<file path="config.mk">
export PLATFORM = sky130hd
export DESIGN_NAME = packet_group_delay_delta
export DESIGN_NICKNAME = d
export VERILOG_FILES = /design/src/hw/rtl/pgdd_pkg.sv /design/src/hw/rtl/pgdd_core.sv /design/src/hw/rtl/packet_group_delay_delta.sv
export SDC_FILE = /design/constraint.sdc
export NUM_CORES = 2
export LEC_CHECK = 0
export BUFFER_PORTS_ARGS = -buffer_cell sky130_fd_sc_hd__buf_2
export CAP_MARGIN = 0
export CORE_UTILIZATION = 41
export DETAILED_ROUTE_END_ITERATION = 10
export PLACE_DENSITY = 0.61
export SYNTH_ARGS = -nofsm -noshare
export SYNTH_HDL_FRONTEND = slang
export SYNTH_SLANG_ARGS = --single-unit
</file>
<file path="constraint.sdc">
create_clock -name clk_i -period 22.2 [get_ports clk_i]
set_input_delay 4.44 -clock clk_i [delete_from_list [all_inputs] [get_ports clk_i]]
set_output_delay 4.44 -clock clk_i [all_outputs]
set_load 0.005 [all_outputs]
</file>
<file path="src/hw/rtl/pgdd_pkg.sv">
// Package for the packet group delay delta block.
// Holds result status codes, register indexes and fixed burst/clock limits.
// No dependencies.
`timescale 1ns / 1ps

package pgdd_pkg;

  typedef enum logic [2:0] {
    ST_ABSORBED        = 3'd0,
    ST_SAMPLE          = 3'd1,
    ST_REORDERED_PKT   = 3'd2,
    ST_REORDERED_GROUP = 3'd3,
    ST_REORDER_RESET   = 3'd4,
    ST_CLOCK_RESET     = 3'd5
  } status_e;

  localparam int unsigned CFG_IDX_W = 8;
  localparam logic [CFG_IDX_W-1:0] REG_GROUP_LENGTH = 8'd0;
  localparam logic [CFG_IDX_W-1:0] REG_TICK_TO_US   = 8'd1;

  localparam logic [31:0] GROUP_LENGTH_RESET = 32'd450;
  localparam logic [31:0] TICK_TO_US_RESET   = 32'd186413511;

  localparam logic [31:0] BURST_GAP_US  = 32'd5000;
  localparam logic [31:0] BURST_SPAN_US = 32'd100000;
  localparam logic [31:0] CLOCK_JUMP_US = 32'd3000000;
  localparam logic [64:0] ROUND_HALF    = 65'd8388608;

endpackage

</file>
<file path="src/hw/rtl/pgdd_core.sv">
// Group state and per-item decision logic: grouping, burst test, deltas.
// Depends on pgdd_pkg.
`timescale 1ns / 1ps

module pgdd_core #(
  parameter int unsigned TIME_BITS     = 48,
  parameter int unsigned REORDER_LIMIT = 3
) (
  input  logic                   clk_i,
  input  logic                   rst_ni,
  input  logic                   step_i,
  input  logic [31:0]            group_len_i,
  input  logic [31:0]            tick_coeff_i,
  input  logic [31:0]            send_stamp_i,
  input  logic [TIME_BITS-1:0]   arrival_us_i,
  input  logic [TIME_BITS-1:0]   local_us_i,
  input  logic [15:0]            packet_bytes_i,
  output pgdd_pkg::status_e      status_o,
  output logic [31:0]            stamp_delta_o,
  output logic [TIME_BITS:0]     arrival_delta_o,
  output logic [32:0]            size_delta_o
);
  import pgdd_pkg::*;

  localparam int unsigned T  = TIME_BITS;
  localparam int unsigned RW = $clog2(REORDER_LIMIT + 1);
  localparam int unsigned CW = (T + 2 > 42) ? T + 2 : 42;

  logic          cur_used_q, cur_used_d;
  logic [31:0]   cur_first_q, cur_first_d;
  logic [31:0]   cur_latest_q, cur_latest_d;
  logic [T-1:0]  cur_first_arr_q, cur_first_arr_d;
  logic [T-1:0]  cur_complete_q, cur_complete_d;
  logic [T-1:0]  cur_local_q, cur_local_d;
  logic [31:0]   cur_bytes_q, cur_bytes_d;
  logic          prev_used_q, prev_used_d;
  logic [31:0]   prev_latest_q, prev_latest_d;
  logic [T-1:0]  prev_complete_q, prev_complete_d;
  logic [T-1:0]  prev_local_q, prev_local_d;
  logic [31:0]   prev_bytes_q, prev_bytes_d;
  logic [RW-1:0] run_q, run_d;

  logic [31:0]        gap_first, gap_latest;
  logic               later_first, older, later_latest;
  logic [63:0]        prod;
  logic [64:0]        prod_rnd;
  logic [40:0]        send_us;
  logic signed [T:0]  arr_delta, span;
  logic signed [CW-1:0] arr_ext, send_ext;
  logic               in_burst, close;
  logic [T:0]         lhs, rhs, jump_diff;
  logic               jump, reordered;
  logic [RW-1:0]      run_inc;
  logic               take, restart, clear;
  logic [31:0]        bytes_base;
  logic [32:0]        bytes_sum;

  assign gap_first    = send_stamp_i - cur_first_q;
  assign gap_latest   = send_stamp_i - cur_latest_q;
  assign later_first  = ((gap_first != 32'd0) && !gap_first[31]) ||
                        ((gap_first == 32'h8000_0000) && (send_stamp_i < cur_first_q));
  assign older        = (gap_first != 32'd0) && !later_first;
  assign later_latest = ((gap_latest != 32'd0) && !gap_latest[31]) ||
                        ((gap_latest == 32'h8000_0000) && (send_stamp_i < cur_latest_q));

  assign prod     = 64'(tick_coeff_i) * 64'(gap_latest);
  assign prod_rnd = {1'b0, prod} + ROUND_HALF;
  assign send_us  = prod_rnd[64:24];

  assign arr_delta = $signed({1'b0, arrival_us_i}) - $signed({1'b0, cur_complete_q});
  assign span      = $signed({1'b0, arrival_us_i}) - $signed({1'b0, cur_first_arr_q});
  assign arr_ext   = $signed({{(CW-T-1){arr_delta[T]}}, arr_delta});
  assign send_ext  = $signed({{(CW-41){1'b0}}, send_us});

  assign in_burst = (send_us == 41'd0) ||
                    ((arr_ext < send_ext) &&
                     (arr_delta <= $signed((T+1)'(BURST_GAP_US))) &&
                     (span < $signed((T+1)'(BURST_SPAN_US))));
  assign close    = !in_burst && (gap_first > group_len_i);

  assign lhs       = {1'b0, cur_complete_q} + {1'b0, prev_local_q};
  assign rhs       = {1'b0, prev_complete_q} + {1'b0, cur_local_q};
  assign jump_diff = lhs - rhs;
  assign jump      = (lhs >= rhs) && (jump_diff >= (T+1)'(CLOCK_JUMP_US));
  assign reordered = cur_complete_q < prev_complete_q;
  assign run_inc   = run_q + RW'(1);

  always_comb begin
    cur_used_d      = cur_used_q;
    cur_first_d     = cur_first_q;
    cur_latest_d    = cur_latest_q;
    cur_first_arr_d = cur_first_arr_q;
    cur_complete_d  = cur_complete_q;
    cur_local_d     = cur_local_q;
    cur_bytes_d     = cur_bytes_q;
    prev_used_d     = prev_used_q;
    prev_latest_d   = prev_latest_q;
    prev_complete_d = prev_complete_q;
    prev_local_d    = prev_local_q;
    prev_bytes_d    = prev_bytes_q;
    run_d           = run_q;
    status_o        = ST_ABSORBED;
    stamp_delta_o   = '0;
    arrival_delta_o = '0;
    size_delta_o    = '0;
    take            = 1'b0;
    restart         = 1'b0;
    clear           = 1'b0;

    if (!cur_used_q) begin
      cur_first_d     = send_stamp_i;
      cur_latest_d    = send_stamp_i;
      cur_first_arr_d = arrival_us_i;
      take            = 1'b1;
    end else if (older) begin
      status_o = ST_REORDERED_PKT;
    end else if (close) begin
      if (prev_used_q && jump) begin
        clear    = 1'b1;
        status_o = ST_CLOCK_RESET;
      end else if (prev_used_q && reordered) begin
        if (run_inc >= RW'(REORDER_LIMIT)) begin
          clear    = 1'b1;
          status_o = ST_REORDER_RESET;
        end else begin
          run_d    = run_inc;
          status_o = ST_REORDERED_GROUP;
        end
      end else begin
        if (prev_used_q) begin
          run_d           = '0;
          status_o        = ST_SAMPLE;
          stamp_delta_o   = cur_latest_q - prev_latest_q;
          arrival_delta_o = {1'b0, cur_complete_q} - {1'b0, prev_complete_q};
          size_delta_o    = {1'b0, cur_bytes_q} - {1'b0, prev_bytes_q};
        end
        prev_used_d     = 1'b1;
        prev_latest_d   = cur_latest_q;
        prev_complete_d = cur_complete_q;
        prev_local_d    = cur_local_q;
        prev_bytes_d    = cur_bytes_q;
        cur_first_d     = send_stamp_i;
        cur_latest_d    = send_stamp_i;
        cur_first_arr_d = arrival_us_i;
        restart         = 1'b1;
        take            = 1'b1;
      end
    end else begin
      if (later_latest) begin
        cur_latest_d = send_stamp_i;
      end
      take = 1'b1;
    end

    bytes_base = restart ? 32'd0 : cur_bytes_q;
    bytes_sum  = {1'b0, bytes_base} + 33'(packet_bytes_i);

    if (take) begin
      cur_bytes_d    = bytes_sum[32] ? 32'hFFFF_FFFF : bytes_sum[31:0];
      cur_complete_d = arrival_us_i;
      cur_local_d    = local_us_i;
      cur_used_d     = 1'b1;
    end

    if (clear) begin
      cur_used_d      = 1'b0;
      cur_first_d     = '0;
      cur_latest_d    = '0;
      cur_first_arr_d = '0;
      cur_complete_d  = '0;
      cur_local_d     = '0;
      cur_bytes_d     = '0;
      prev_used_d     = 1'b0;
      prev_latest_d   = '0;
      prev_complete_d = '0;
      prev_local_d    = '0;
      prev_bytes_d    = '0;
      run_d           = '0;
    end
  end

  always_ff @(posedge clk_i or negedge rst_ni) begin
    if (!rst_ni) begin
      cur_used_q      <= 1'b0;
      cur_first_q     <= '0;
      cur_latest_q    <= '0;
      cur_first_arr_q <= '0;
      cur_complete_q  <= '0;
      cur_local_q     <= '0;
      cur_bytes_q     <= '0;
      prev_used_q     <= 1'b0;
      prev_latest_q   <= '0;
      prev_complete_q <= '0;
      prev_local_q    <= '0;
      prev_bytes_q    <= '0;
      run_q           <= '0;
    end else if (step_i) begin
      cur_used_q      <= cur_used_d;
      cur_first_q     <= cur_first_d;
      cur_latest_q    <= cur_latest_d;
      cur_first_arr_q <= cur_first_arr_d;
      cur_complete_q  <= cur_complete_d;
      cur_local_q     <= cur_local_d;
      cur_bytes_q     <= cur_bytes_d;
      prev_used_q     <= prev_used_d;
      prev_latest_q   <= prev_latest_d;
      prev_complete_q <= prev_complete_d;
      prev_local_q    <= prev_local_d;
      prev_bytes_q    <= prev_bytes_d;
      run_q           <= run_d;
    end
  end

endmodule

</file>
<file path="src/hw/rtl/packet_group_delay_delta.sv">
// Top level of the packet group delay delta block: stream ports, config
// registers, input and result registers. Depends on pgdd_pkg and pgdd_core.
`timescale 1ns / 1ps

// One result item per packet item, one item per clock cycle sustained while
// m_axis_tready_i stays high; items and results are held in input and output
// registers. The path that sets the clock is the group-state loop in pgdd_core:
// a 32x32 tick-to-microsecond multiply, the burst compares and the group state
// update, all in one combinational path. After reset group_length_ticks is 450
// and tick_to_us_q8_24 is 186413511; write them only while no item is in flight.
module packet_group_delay_delta #(
  parameter int unsigned TIME_BITS     = 48,
  parameter int unsigned REORDER_LIMIT = 3
) (
  input  logic                                          clk_i,
  input  logic                                          rst_ni,
  input  logic                                          s_axis_tvalid_i,
  output logic                                          s_axis_tready_o,
  // send_stamp, arrival_us, local_us, packet_bytes
  input  logic [((2*TIME_BITS+48+7)/8)*8-1:0]           s_axis_tdata_i,
  output logic                                          m_axis_tvalid_o,
  input  logic                                          m_axis_tready_i,
  // stamp_delta, arrival_delta_us, size_delta
  output logic [((TIME_BITS+66+7)/8)*8-1:0]             m_axis_tdata_o,
  // status
  output logic [2:0]                                    m_axis_tuser_o,
  input  logic                                          cfg_valid_i,
  output logic                                          cfg_ready_o,
  input  logic [pgdd_pkg::CFG_IDX_W-1:0]                cfg_index_i,
  input  logic [31:0]                                   cfg_data_i
);
  import pgdd_pkg::*;

  localparam int unsigned T     = TIME_BITS;
  localparam int unsigned OUT_W = ((T + 66 + 7) / 8) * 8;

  logic [31:0]  group_len_q, tick_coeff_q;

  logic         in_valid_q;
  logic [31:0]  in_stamp_q;
  logic [T-1:0] in_arrival_q, in_local_q;
  logic [15:0]  in_bytes_q;

  logic         out_valid_q;
  status_e      out_status_q;
  logic [31:0]  out_stamp_q;
  logic [T:0]   out_arrival_q;
  logic [32:0]  out_size_q;

  logic         advance, step;
  status_e      res_status;
  logic [31:0]  res_stamp;
  logic [T:0]   res_arrival;
  logic [32:0]  res_size;

  assign advance         = !out_valid_q || m_axis_tready_i;
  assign step            = in_valid_q && advance;
  assign s_axis_tready_o = !in_valid_q || advance;
  assign cfg_ready_o     = 1'b1;

  always_ff @(posedge clk_i or negedge rst_ni) begin
    if (!rst_ni) begin
      group_len_q  <= GROUP_LENGTH_RESET;
      tick_coeff_q <= TICK_TO_US_RESET;
    end else if (cfg_valid_i) begin
      case (cfg_index_i)
        REG_GROUP_LENGTH: group_len_q  <= cfg_data_i;
        REG_TICK_TO_US:   tick_coeff_q <= cfg_data_i;
        default: ;
      endcase
    end
  end

  always_ff @(posedge clk_i or negedge rst_ni) begin
    if (!rst_ni) begin
      in_valid_q <= 1'b0;
    end else if (s_axis_tready_o) begin
      in_valid_q <= s_axis_tvalid_i;
    end
  end

  always_ff @(posedge clk_i) begin
    if (s_axis_tready_o && s_axis_tvalid_i) begin
      in_stamp_q   <= s_axis_tdata_i[31:0];
      in_arrival_q <= s_axis_tdata_i[32 +: T];
      in_local_q   <= s_axis_tdata_i[32+T +: T];
      in_bytes_q   <= s_axis_tdata_i[32+2*T +: 16];
    end
  end

  pgdd_core #(
    .TIME_BITS     (TIME_BITS),
    .REORDER_LIMIT (REORDER_LIMIT)
  ) u_core (
    .clk_i           (clk_i),
    .rst_ni          (rst_ni),
    .step_i          (step),
    .group_len_i     (group_len_q),
    .tick_coeff_i    (tick_coeff_q),
    .send_stamp_i    (in_stamp_q),
    .arrival_us_i    (in_arrival_q),
    .local_us_i      (in_local_q),
    .packet_bytes_i  (in_bytes_q),
    .status_o        (res_status),
    .stamp_delta_o   (res_stamp),
    .arrival_delta_o (res_arrival),
    .size_delta_o    (res_size)
  );

  always_ff @(posedge clk_i or negedge rst_ni) begin
    if (!rst_ni) begin
      out_valid_q <= 1'b0;
    end else if (advance) begin
      out_valid_q <= in_valid_q;
    end
  end

  always_ff @(posedge clk_i) begin
    if (step) begin
      out_status_q  <= res_status;
      out_stamp_q   <= res_stamp;
      out_arrival_q <= res_arrival;
      out_size_q    <= res_size;
    end
  end

  assign m_axis_tvalid_o = out_valid_q;
  assign m_axis_tuser_o  = out_status_q;
  assign m_axis_tdata_o  = OUT_W'({out_size_q, out_arrival_q, out_stamp_q});

  a_quiet_unless_sample: assert property (@(posedge clk_i) disable iff (!rst_ni)
    (m_axis_tvalid_o && (m_axis_tuser_o != ST_SAMPLE)) |-> (m_axis_tdata_o == '0))
    else $error("non-sample result carries nonzero deltas");

  a_step_gives_result: assert property (@(posedge clk_i) disable iff (!rst_ni)
    step |=> m_axis_tvalid_o)
    else $error("processed item produced no result");

  a_stall_only_when_full: assert property (@(posedge clk_i) disable iff (!rst_ni)
    !s_axis_tready_o |-> (in_valid_q && m_axis_tvalid_o && !m_axis_tready_i))
    else $error("input stalled without a full pipeline");

endmodule

</file>
## Word level (Yosys, flattened, before mapping)

Cells that the tools add are included.

- Register bits after elaboration: 731
- Input bits: 189
- Output and inout bits: 126
- Logic and storage cells: 193

- Add/subtract/negate cells: 13
- Multiply operators: 1
- Magnitude comparators: 10
- Equal/unequal tests: 14
- Multiplexer cells: 85
- Bitwise gates (word level): 3
- Reductions and logical operators: 41

Operators by type and width:

| operator | number |
|---|---|
| $mux 48 | 22 |
| $mux 32 | 27 |
| $sub 48x48->49 | 3 |
| $add 48x48->49 | 2 |
| $sub 32x32->32 | 3 |
| $add 64x24->65 const B | 1 |
| $eq 32x32->1 const B | 2 |
| $lt 32x32->1 | 2 |
| $mul 32x32->64 | 1 |
| $reduce_bool 32->1 | 2 |
| $ge 49x22->1 const B | 1 |
| $ge 49x49->1 | 1 |
| $le 49x14->1 const B | 1 |
| $lt 49x18->1 const B | 1 |
| $lt 49x42->1 | 1 |
| $sub 49x49->49 | 1 |
| $lt 48x48->1 | 1 |
| $logic_not 41->1 | 1 |
| $add 32x16->33 | 1 |
| $sub 32x32->33 | 1 |
| $gt 32x32->1 | 1 |
| $mux 1 | 23 |
| $mux 2 | 10 |
| $logic_and 1x1->1 | 13 |
| 21 further kinds | 45 |

## Logic depth before layout (Yosys ltp)

- Word-level depth: 17
- Gate-level depth with buffers: 77
- Gate-level depth less buffers: 74

## By module

A second synthesis with hierarchy kept.

- Cells, all modules: 9073
- Area, all modules: 84411.0 µm²

By module, submodules not included:

| module | instances | cells each | area an instance (µm²) | sequential area each (µm²) |
|---|---|---|---|---|
| pgdd_core | 1 | 8655 | 73870.8 | 10109.7 |
| packet_group_delay_delta | 1 | 418 | 10540.1 | 9512.9 |

## Worst setup path before layout

Ideal clock, no wire load.

- Path type: reg2reg
- From: reg in_stamp_q[7]
- To: reg u_core.cur_bytes_q[11]
- Library setup time: 0.121 ns
- Arrival time: 17.007 ns
- Required time: 22.079 ns
- Path slack: 5.072 ns
- Stages on the path, launching flop included: 74
- Path buffers: 4
- Clock period less this slack: 17.128 ns
- Path through: edfxtp_1 ha_1 a21o_1 a21o_1 a221o_1 nor3_1 o21ai_0 a31o_2 a2111oi_0 o21ai_0 a31oi_1 o21ai_0 a21oi_1 o21bai_1 a21oi_1 xnor2_1 clkbuf_1 nand2_1 (+38 left out) ha_1 a21o_1 a21oi_1 o21bai_1 a21oi_1 o21bai_1 a21oi_1 o21bai_1 a2111o_1 a311o_1 a21o_1 a21oi_1 or2_2 nor4_1 nand3b_1 clkbuf_1 nand2_1 a22o_1

- Longest elaborated chain between the ends: 17
- Elaborated cells between the ends (all ways): 37
- Classes of those cells: 4 x add/sub; 1 x mul; 3 x order compare; 1 x eq/ne; 13 x mux; 15 x reduce/logical

Ends and longest elaborated chain:

| element | RTL line | source |
|---|---|---|
| from (decl) | packet_group_delay_delta.sv:40 | `logic [31:0] in_stamp_q;` |
| from (signal assigned) | packet_group_delay_delta.sv:84 | `in_stamp_q <= s_axis_tdata_i[31:0];` |
| $sub 32x32->32 | pgdd_core.sv:59 | `assign gap_latest = send_stamp_i - cur_latest_q;` |
| $mul 32x32->64 | pgdd_core.sv:66 | `assign prod = 64'(tick_coeff_i) * 64'(gap_latest);` |
| $add 64x24->65 | pgdd_core.sv:67 | `assign prod_rnd = {1'b0, prod} + ROUND_HALF;` |
| $lt 49x42->1 | pgdd_core.sv:76 | `((arr_ext < send_ext) &&` |
| $logic_and 1x1->1 | pgdd_core.sv:76 |  |
| $logic_and 1x1->1 | pgdd_core.sv:77 | `(arr_delta <= $signed((T+1)'(BURST_GAP_US))) &&` |
| $logic_or 1x1->1 | pgdd_core.sv:75 | `assign in_burst = (send_us == 41'd0) \|\|` |
| $logic_not 1->1 | pgdd_core.sv:79 | `assign close = !in_burst && (gap_first > group_len_i);` |
| $logic_and 1x1->1 | pgdd_core.sv:79 |  |
| $mux 1 | pgdd_core.sv:117 | `end else if (close) begin` |
| $mux 1 | pgdd_core.sv:115 | `end else if (older) begin` |
| $mux 1 | pgdd_core.sv:110 | `if (!cur_used_q) begin` |
| $mux 32 | pgdd_core.sv:155 | `bytes_base = restart ? 32'd0 : cur_bytes_q;` |
| $add 32x16->33 | pgdd_core.sv:156 | `bytes_sum = {1'b0, bytes_base} + 33'(packet_bytes_i);` |
| $mux 32 | pgdd_core.sv:159 | `cur_bytes_d = bytes_sum[32] ? 32'hFFFF_FFFF : bytes_sum[31:0];` |
| $mux 32 | pgdd_core.sv:158 | `if (take) begin` |
| $mux 32 | pgdd_core.sv:165 | `if (clear) begin` |
| to (signal assigned) | pgdd_core.sv:204 | `cur_bytes_q <= cur_bytes_d;` |
| to (decl) | pgdd_core.sv:35 | `logic [31:0] cur_bytes_q, cur_bytes_d;` |

Parallel ways exist; a longest one is shown, timed or not. The select of a mux whose other input is x is not followed.
A chain may end at the register's enable or synchronous reset.

## Final worst setup path

- From: reg in_stamp_q[2]
- To: reg u_core.cur_bytes_q[30]

The elaborated chain is that of the path after synthesis.

==> results.md <==
* Core Area at 202,000 sq um
* Fmax at 0.0483 GHz
* Die Area at 205,000 sq um
* Worst Path Required at 22.85 ns
* CTS sink cnt at 731
* Post-synth top flop: dfrtp_1
* CP Launch Type: register
* Most common cell in the netlist: inv_1
* Area growth syn-to-layout at 8.72%
* Critical Path Source: in_stamp_q[2]$_DFFE_PP_
* Core Rows at 165
* Setup_tns at 0 ns
* Post-synth cell types at 94
* Largest net degree at the start of global routing at between 150 and 200
* Setup ws final at between 1.5 and 2 ns
* Worst R2R Setup Slack at 1.52 ns
* WS Path Type: register to register
* CP endpoint kind: register
* Post-CTS Setup Inserts at 0
* Die width at 453 microns
* Fin Clk Skew at 0.0738 ns
* Clk buf depth at 3
* FF+latch count, synth at 731
* Layout cells sized above 1 at 8.29%
* Async SR Flop Fraction at between 60% and 70%
* Mapped Area at 83,500 sq um
* Final setup fails at 0
* Layout Cells excl Fill at 11,819
* Max-Slew Margin vs Limit at between 20% and 30%
* Most used cell, CP: fa_1
* Avg Synthesized Cell Area at 9.30 sq um
* Seq/Total Area, Yosys at 23.5%
* Detailed Place HPWL at around 190,000 microns
* I/O pin cnt at 315
* Top cells by area, synth: fa_1 22%, dfrtp_1 14%, ha_1 12%, edfxtp_1 9.4%, inv_1 5.5%
* Largest incremental delay on the critical path at 0.89 ns
* Worst r2r src: in_stamp_q[2]$_DFFE_PP_
* CTS root buffer: clkbuf_16
* GRT Total Usage at 24.4%
* Final period utilization at 93.2%
* Worst-Margin Slew at around 1.2 ns
* CP arrival at between 20 and 25 ns
* First-pass GRT wire length at ~390,000 microns
* YS warnings at 0
* Hold path startpoint: u_core.run_q[0]$_DFFE_PN0P_
* Synth Instances at about 9,000
* Port bufs at just over 300
* Vias in the first global route at 67,561
* NumNets Final at 10,961
* Drt pass-1 iters at 7
* Clock transition at the registers of the reported paths at 0.07 ns
* WL final at between 200,000 and 250,000 microns
* Layer with the highest usage: met2
* GP Congestion at 0.932
* Max-slew violations at 0
* Yosys top cell area share at 21.7%
* Iter 0 DRT Violations at around 4,700
* Max_cap viols at 0
* DP Cell Count at 11,656
* ANT nets after route at 0
* Critical path fanouts, max at 33
* Hold-fix buffer count after cts at 0
* GR met3 Demand/Resource at 3.18%
* Most frequent cells after synthesis: 1,215 x inv_1, 907 x fa_1, 869 x nand2_1
* CTS buffer count at 84
* Met1 usage at about a third
* GR met2 Demand/Resource at 40.3%
* Initial antenna violation count at 10
* EDFF count, synth at 261
* Drt wl/cell at 21.1 microns
* Die height at 453 microns
* Fin. Hold Viols at 0
* RSZ-0062 raised after global routing: no
* Clock Latency Late Sink at 0.76 ns
* Outcome: completed
* Vias at 65,784
* DRC violation count after routing at 0
* Post_cts resized at 0
* Fin crit period at 20.68 ns
* HP Class: register to register
* H-tree depth at 3
* Initial Util at 41.3%
* Total gr overflow at 0
* CTS tree: yes
* Slowest CP cell: nand4_1
* Vias/cell at 5.57
* DP Worst Slack at about 1.6 ns
* Area leader, netlist: fa_1
==> critical path: cells and delay by family (launching register included) <==
| kind | cells | cell delay, ns |
|---|---|---|
| AND/OR/NAND/NOR | 14 | 4.00 |
| AO/OA/AOI/OAI | 36 | 9.65 |
| XOR/XNOR | 2 | 0.39 |
| buffers and inverters | 4 | 0.81 |
| adder cells (fa/ha/maj) | 12 | 5.32 |
| flip-flops | 1 | 0.42 |
==> through the flow <==
stage,utilization (%),cell area [sq um],hold WS (ns)
final,44.9,90800,0.464
after detailed placement,43.4,87800,0.456
after CTS,44.9,90800,0.464
after floorplan,-,83500,0.429
after global routing,44.9,90800,0.490
after global placement,43.4,87800,0.440
==> layout make-up <==
cell class / count / area, sq um
fill: 19502 / 112000
multi-input combinational: 6649 / 58100
sequential: 731 / 19600
inverter: 1215 / 4570
tap: 2672 / 3340
clock buffer: 108 / 2350
timing repair buffer: 389 / 2190
clock inverter: 49 / 566
antenna: 6 / 15.0
==> layout by cell type (no fill, tap or decap), drive strengths merged, types with 117 or more instances in the layout <==
master	netlist	routed
nor2	357	357
xor2	143	143
buf	81	389
nand3	270	270
xnor2	199	199
and2	609	609
ha	795	795
o21ai	410	410
nor3	117	117
a21oi	430	430
nand2	869	869
dfrtp	451	451
nor2b	140	140
fa	907	907
edfxtp	261	261
a21o	200	200
a22o	168	168
inv	1215	1219
==> final timing paths <==
| kind | cells past startpoint | to |
|---|---|---|
| setup / recovery | 68 | u_core.cur_bytes_q[30]$_DFFE_PN0P_ |
| hold / removal | 1 | u_core.run_q[0]$_DFFE_PN0P_ |
| setup reg to reg | 68 | u_core.cur_bytes_q[30]$_DFFE_PN0P_ |
| hold reg to reg | 1 | u_core.run_q[0]$_DFFE_PN0P_ |
| max in group asynchronous | 3 | u_core.prev_complete_q[20]$_DFFE_PN0P_ |
| min in group asynchronous | 1 | u_core.prev_latest_q[22]$_DFFE_PN0P_ |
==> layer usage <==
metal  routed length [microns]  up-vias
li1                          -    30271
met1                    110000    33232
met2                    117000     1833
met3                     12700      442
met4                     10300        6
met5                        29        -
==> flip-flops by register name, indices dropped and copies added (netlist names), 2 cells and up <==
register,cells
out_size_q,33
u_core.run_q,2
u_core.prev_bytes_q,32
in_local_q,48
group_len_q,32
tick_coeff_q,32
m_axis_tuser_o,3
u_core.prev_latest_q,32
u_core.cur_first_arr_q,48
u_core.cur_bytes_q,32
in_arrival_q,48
u_core.cur_latest_q,32
u_core.cur_first_q,32
out_stamp_q,32
in_bytes_q,16
out_arrival_q,49
u_core.cur_local_q,48
in_stamp_q,32
u_core.cur_complete_q,48
u_core.prev_local_q,48
u_core.prev_complete_q,48
==> cells by family after synthesis <==
family | Yosys count | share of synthesized area (%)
buffers and inverters | 1604 | 7.39
AO/OA/AOI/OAI | 1720 | 13.5
XOR/XNOR | 342 | 3.59
other | 2 | 0.00900
flip-flops | 731 | 23.5
adder cells (fa/ha/maj) | 1702 | 33.7
AND/OR/NAND/NOR | 2763 | 16.7
multiplexers | 115 | 1.66
Power is not shown: default switching activity piles up to over one toggle a cycle in this logic, so the estimate is an artifact.
